`src/sv/fee_pkg.sv`:
```
// ----------------------------------------------------------------------------
// fee_pkg
// Shared constants, types and controller/datapath links for the flash
// EEPROM emulation core.
// ----------------------------------------------------------------------------
package fee_pkg;

  localparam int PAGE_WORDS = 256;
  localparam int SLOT_COUNT = PAGE_WORDS - 1;
  localparam int SLOT_AW    = $clog2(SLOT_COUNT);
  localparam int CNT_W      = $clog2(SLOT_COUNT + 1);

  localparam int KIND_W  = 2;
  localparam int KEY_W   = 8;
  localparam int VALUE_W = 24;
  localparam int WORD_W  = KEY_W + VALUE_W;

  localparam logic [KEY_W-1:0] RESERVED_KEY = {KEY_W{1'b1}};

  typedef enum logic [KIND_W-1:0] {
    KIND_READ  = 2'd0,
    KIND_WRITE = 2'd1,
    KIND_INIT  = 2'd2,
    KIND_RSVD  = 2'd3
  } fee_kind_t;

  typedef struct packed {
    logic take;
    logic start_scan;
    logic scan;
    logic wr;
    logic init;
    logic res_load;
    logic res_err;
    logic res_hit;
    logic publish;
  } fee_cmd_t;

  typedef struct packed {
    fee_kind_t kind;
    logic      in_fire;
    logic      key_rsvd;
    logic      empty;
    logic      full;
    logic      marked;
    logic      hit;
    logic      exhausted;
    logic      out_free;
  } fee_sts_t;

endpackage

```
`src/sv/fee_ctrl.sv`:
```
// ----------------------------------------------------------------------------
// fee_ctrl
// Sequencer: decodes each transaction, runs the downward read scan and
// hands the result to the output register.
// ----------------------------------------------------------------------------
module fee_ctrl import fee_pkg::*; (
  input  logic     clk,
  input  logic     rst_n,
  input  fee_sts_t sts,
  output fee_cmd_t cmd
);

  typedef enum logic [1:0] {
    S_IDLE,
    S_DECODE,
    S_SCAN,
    S_RESULT
  } state_t;

  state_t state_r;
  state_t state_nxt;

  always_comb begin
    cmd       = '0;
    state_nxt = state_r;
    unique case (state_r)
      S_IDLE: begin
        cmd.take = 1'b1;
        if (sts.in_fire) begin
          state_nxt = S_DECODE;
        end
      end
      S_DECODE: begin
        state_nxt = S_RESULT;
        unique case (sts.kind)
          KIND_READ: begin
            if (sts.key_rsvd || sts.empty) begin
              cmd.res_load = 1'b1;
              cmd.res_err  = 1'b1;
            end else begin
              cmd.start_scan = 1'b1;
              state_nxt      = S_SCAN;
            end
          end
          KIND_WRITE: begin
            cmd.res_load = 1'b1;
            if (sts.key_rsvd || sts.full) begin
              cmd.res_err = 1'b1;
            end else begin
              cmd.wr = 1'b1;
            end
          end
          KIND_INIT: begin
            cmd.res_load = 1'b1;
            cmd.init     = !sts.marked;
          end
          KIND_RSVD: begin
            cmd.res_load = 1'b1;
            cmd.res_err  = 1'b1;
          end
          default: begin
            cmd.res_load = 1'b1;
            cmd.res_err  = 1'b1;
          end
        endcase
      end
      S_SCAN: begin
        priority if (sts.hit) begin
          cmd.res_load = 1'b1;
          cmd.res_hit  = 1'b1;
          state_nxt    = S_RESULT;
        end else if (sts.exhausted) begin
          cmd.res_load = 1'b1;
          cmd.res_err  = 1'b1;
          state_nxt    = S_RESULT;
        end else begin
          cmd.scan = 1'b1;
        end
      end
      S_RESULT: begin
        if (sts.out_free) begin
          cmd.publish = 1'b1;
          state_nxt   = S_IDLE;
        end
      end
      default: begin
        state_nxt = S_IDLE;
      end
    endcase
  end

  always_ff @(posedge clk) begin
    if (!rst_n) begin
      state_r <= S_IDLE;
    end else begin
      state_r <= state_nxt;
    end
  end

endmodule

```
`config.mk`:
```
export PLATFORM = sky130hd
export DESIGN_NAME = fee_ctrl
export DESIGN_NICKNAME = d
export VERILOG_FILES = /design/src/sv/fee_pkg.sv /design/src/sv/fee_ctrl.sv
export SDC_FILE = /design/constraint.sdc
export NUM_CORES = 1
export LEC_CHECK = 0
export ABC_AREA = 1
export BUFFER_PORTS_ARGS = -buffer_cell sky130_fd_sc_hd__buf_2
export CORE_AREA = 2 2 39 41
export CTS_CLUSTER_SIZE = 40
export DETAILED_ROUTE_END_ITERATION = 10
export DIE_AREA = 0 0 41 43
export PLACE_DENSITY = 0.6
export SLEW_MARGIN = 30
export SYNTH_ARGS = -nofsm -noshare
export SYNTH_HDL_FRONTEND = slang
export SYNTH_SLANG_ARGS = --single-unit
```
`constraint.sdc`:
```
create_clock -name clk -period 2.7 [get_ports clk]
set_input_delay 0 -clock clk [delete_from_list [all_inputs] [get_ports clk]]
set_output_delay 0 -clock clk [all_outputs]
set_load 0.02 [all_outputs]
```
Word-level counts from Yosys, hierarchy flattened
Cells that the tools add are included.

Flip-flop bits (word level): 2. Bits in latches: 0. RAM bits: 0. Bits in read-only memories: 0. Input bits: 12. Output and inout bits: 9. Logic and storage cells: 47. Memories: 0.

$add $sub $neg: 0. Multipliers: 0. Divide/modulo/power cells: 0. Order comparisons: 0. Eq/ne operators: 9. Shifts and indexed selects: 0. Multiplexer cells: 30. Bitwise gates (word level): 0. Reduce and logical (&&, ||, !) cells: 7.

Operator list (count): $mux W1 (18); $mux W2 (8); $eq A2 B2 Y1 const B (4); $pmux W2 S4 (1); $eq A2 B1 Y1 const B (2); $logic_not A2 Y1 (2); $ne A2 B2 Y1 const B (2); $pmux W2 S2 (1); $ne A3 B3 Y1 const B (1); $pmux W1 S3 (1); $reduce_and A3 Y1 (1); $reduce_or A3 Y1 (1); $logic_or A1 B1 Y1 (2); $pmux W1 S2 (1); $logic_not A1 Y1 (1).

Depth between registers and ports, before layout
Depth after elaboration: 4. Depth in mapped cells: 8. Gate-level depth less buffers: 8.

Worst setup path after synthesis
No wires, ideal clock.

Kind: reg-to-output. Start: reg state_r[1]. End: out cmd[4] in the netlist's numbering. Arrival: 1288 ps. Data required time: 2700 ps. Slack: 1412 ps. Cell stages (with the launch flop): 5. Buffers on the path: 0. Cells stage by stage: dfxtp_1 > inv_1 > ha_1 > inv_1 > nor4_1.

RTL lines: start, declared (RTL line fee_ctrl.sv:20) `state_t state_r;`; start signal, assigned (RTL line fee_ctrl.sv:96) `state_r <= state_nxt;`; end, declared (RTL line fee_ctrl.sv:10) `output fee_cmd_t cmd`.

==> results.md <==
* Mapped Cells at 50
* Yosys reg bits at 2
* Crit path capture type: primary output
* Critical Path AT at approximately 1.4 ns
* Area of the die at between 1500 and 2000 sq um
* Fin Clk Skew at between 0.002 and 0.003 ns
* Routed vias at 368
* Fin crit share at roughly 50%
* Hold-fix buffers, CTS at 0
* # rows at 14
* Number of global-route vias before repair at around 300
* First-pass GRT wire length at a little over 1 mm
* First-pass DRT Iterations at 1
* FF-to-FF End: state_r[0]
* Worst min path class: in -> reg
* EDFF count, synth at 0
* Layout cells sized above 1 at slightly above 40%
* Die height at around 43 microns
* GRT Resource Usage Total at ~8.6%
* Layout area overhead at 45.42%
* Initial antenna violation count at 0
* N_diodes at 0
* Min Clock Period, post-route at 1.348 ns
* Syn Nets at 67
* FF+latch area at roughly 40 sq um
* Num CTS Buffers at 3
* Root Buffer Master: clkbuf_4
* Post_cts resized at 0
* Main synth FF type: dfxtp_1
* Post-CTS setup buffers at 0
* Max reg flops at 2
* Most flops, register: state_r
* RR Startpoint: state_r[0]
* Clock transition at path regs at around 0.030 ns
* Hold EP: state_r[0]
* Total power at 0.4209 mW
* Startpoint types: flop
* Synth cell count leaders: inv_1, nor2_1, nand2_1
* Maximum vdd drop at around 0.34 mV
* Place WS at approximately 1.4 ns
* Max-cap check violation count at 0
* TNS Setup at 0 ns
* GPL Wtd Cong at slightly below 0.7
* Worst skew pair latency at between 0.2 and 0.25 ns
* Yosys cell types at 19
* Maximum fanout along the worst path at 5
* Synth top area share at 19.92%
* Longest Clk Path Bufs at 2
* Post-DP HPWL at 599.5 microns
* Slew HR at around 86%
* Core box area at between 1000 and 1500 sq um
* PwrDens at 921.7 nW/um^2
* R2r setup slk at 1.45 ns
* Io pins at 21
* Mapped Area at roughly 310 sq um
* Hold path start: rst_n
* Vias per cell at 4.135
* Critical path type: reg -> out
* Most frequent cell after synthesis: inv_1
* Final net count at roughly 90
* Final setup viols at 0
* Depth of the worst register-to-register path at 7
* Syn. warnings at 0
* Synth area leaders: ha_1, inv_1, dfxtp_1, nor2_1, nand2_1
* Starting Density at 22.69%
* Slew @ Worst Pin at between 0.2 and 0.25 ns
* Mean Syn Cell Area at between 6 and 7 sq um
* Asr flop ratio synth at 0%
* Max Slew Vio Count at 0
* TritonCTS clock tree: yes
* Min Hold Slack at 0.01915 ns
* Util after Layout at approximately 33%
* Routed WL at 677 microns
* Status: finished clean
* Leakage at roughly 0.28 nW
* Hold path cells at 3
* Req. time, crit path at 2.70 ns
* Clk sinks at 2
* Final Hold Viols at 0
* Die W at 41 microns
* Largest net degree at the start of global routing at 6
* Grt ovf at 0
* Routed WL per cell at 7.607 microns
* Final setup margin at around 1.4 ns
* ANT nets after route at 0
* FILL cells at between 150 and 200
* Synth area leader: ha_1
* Regs by FF count: state_r x2
* Initial drt markers at 0
* IO Port Bufs at 20
* H-tree Lvls at 1
* Sequential fraction of the synthesis area at 12.75%
* RSZ-0062 raised after global routing: no
* F_max at between 700 and 800 MHz
* Multi-input gate area at approximately 230 sq um
* DRC violations left at 0
==> area by class of cell <==
type | count | share of cell area (%)
clock buffer | 3 | 4.932
inverter | 12 | 9.863
multi-input combinational | 36 | 50.14
sequential | 2 | 8.767
tap | 16 | 4.384
timing repair buffer | 20 | 21.92
==> stage by stage <==
step	area, sq um	instances
2_1_floorplan	314.1	50
3_3_place_gp	434.2	86
3_5_place_dp	434.2	86
4_1_cts	456.7	89
5_1_grt	456.7	89
6_report	456.7	89
==> kinds of logic (layout without fill, tap and decap cells) <==
family / count (synthesis) / count (layout) / synth area share [%]
AND/OR/NAND/NOR: 24 / 24 / 38.64
buffers and inverters: 12 / 35 / 14.34
AO/OA/AOI/OAI: 7 / 7 / 14.34
adder cells (fa/ha/maj): 5 / 5 / 19.92
flip-flops: 2 / 2 / 12.75
==> how the worst max path moves through the flow <==
| stage | slack [ns] | end | from |
|---|---|---|---|
| global placement | 1.46 | state_r[0] | state_r[0] |
| CTS | 1.34 | cmd[3] | state_r[0] |
| floorplan | 1.41 | cmd[4] | state_r[1] |
| detailed placement | 1.45 | state_r[0] | state_r[0] |
| global route | 1.21 | cmd[2] | state_r[0] |
| finish | 1.35 | cmd[2] | state_r[0] |
==> placed cells by master (no fill, tap or decap), types with 2 or more instances in the layout <==
| master | n |
|---|---|
| a21oi_1 | 2 |
| buf_2 | 20 |
| clkbuf_4 | 3 |
| dfxtp_1 | 2 |
| ha_1 | 5 |
| inv_1 | 11 |
| nand2_1 | 6 |
| nand2_2 | 2 |
| nand3_1 | 3 |
| nor2_1 | 8 |
==> power breakdown <==
part	leakage, nW	total (mW)	internal [mW]	switching, mW
clock network	0.0138	0.0645	0.0489	0.0156
registers	0.0166	0.0626	0.0451	0.0175
logic	0.246	0.294	0.115	0.179
total	0.276	0.421	0.209	0.212
==> routing by layer <==
layer  global-route usage [%]  wire, microns
met1                    7.987            245
met2                    15.31            364
met3                    1.571             67
met4                    6.000              0
met5                        0              0
==> critical path: stages (launching register included) <==
cell and delay (ns):
dfxtp_1 0.39, inv_1 0.10, ha_1 0.31, inv_1 0.05, a21oi_1 0.10, buf_2 0.18
(Power assumes the default switching activity.)
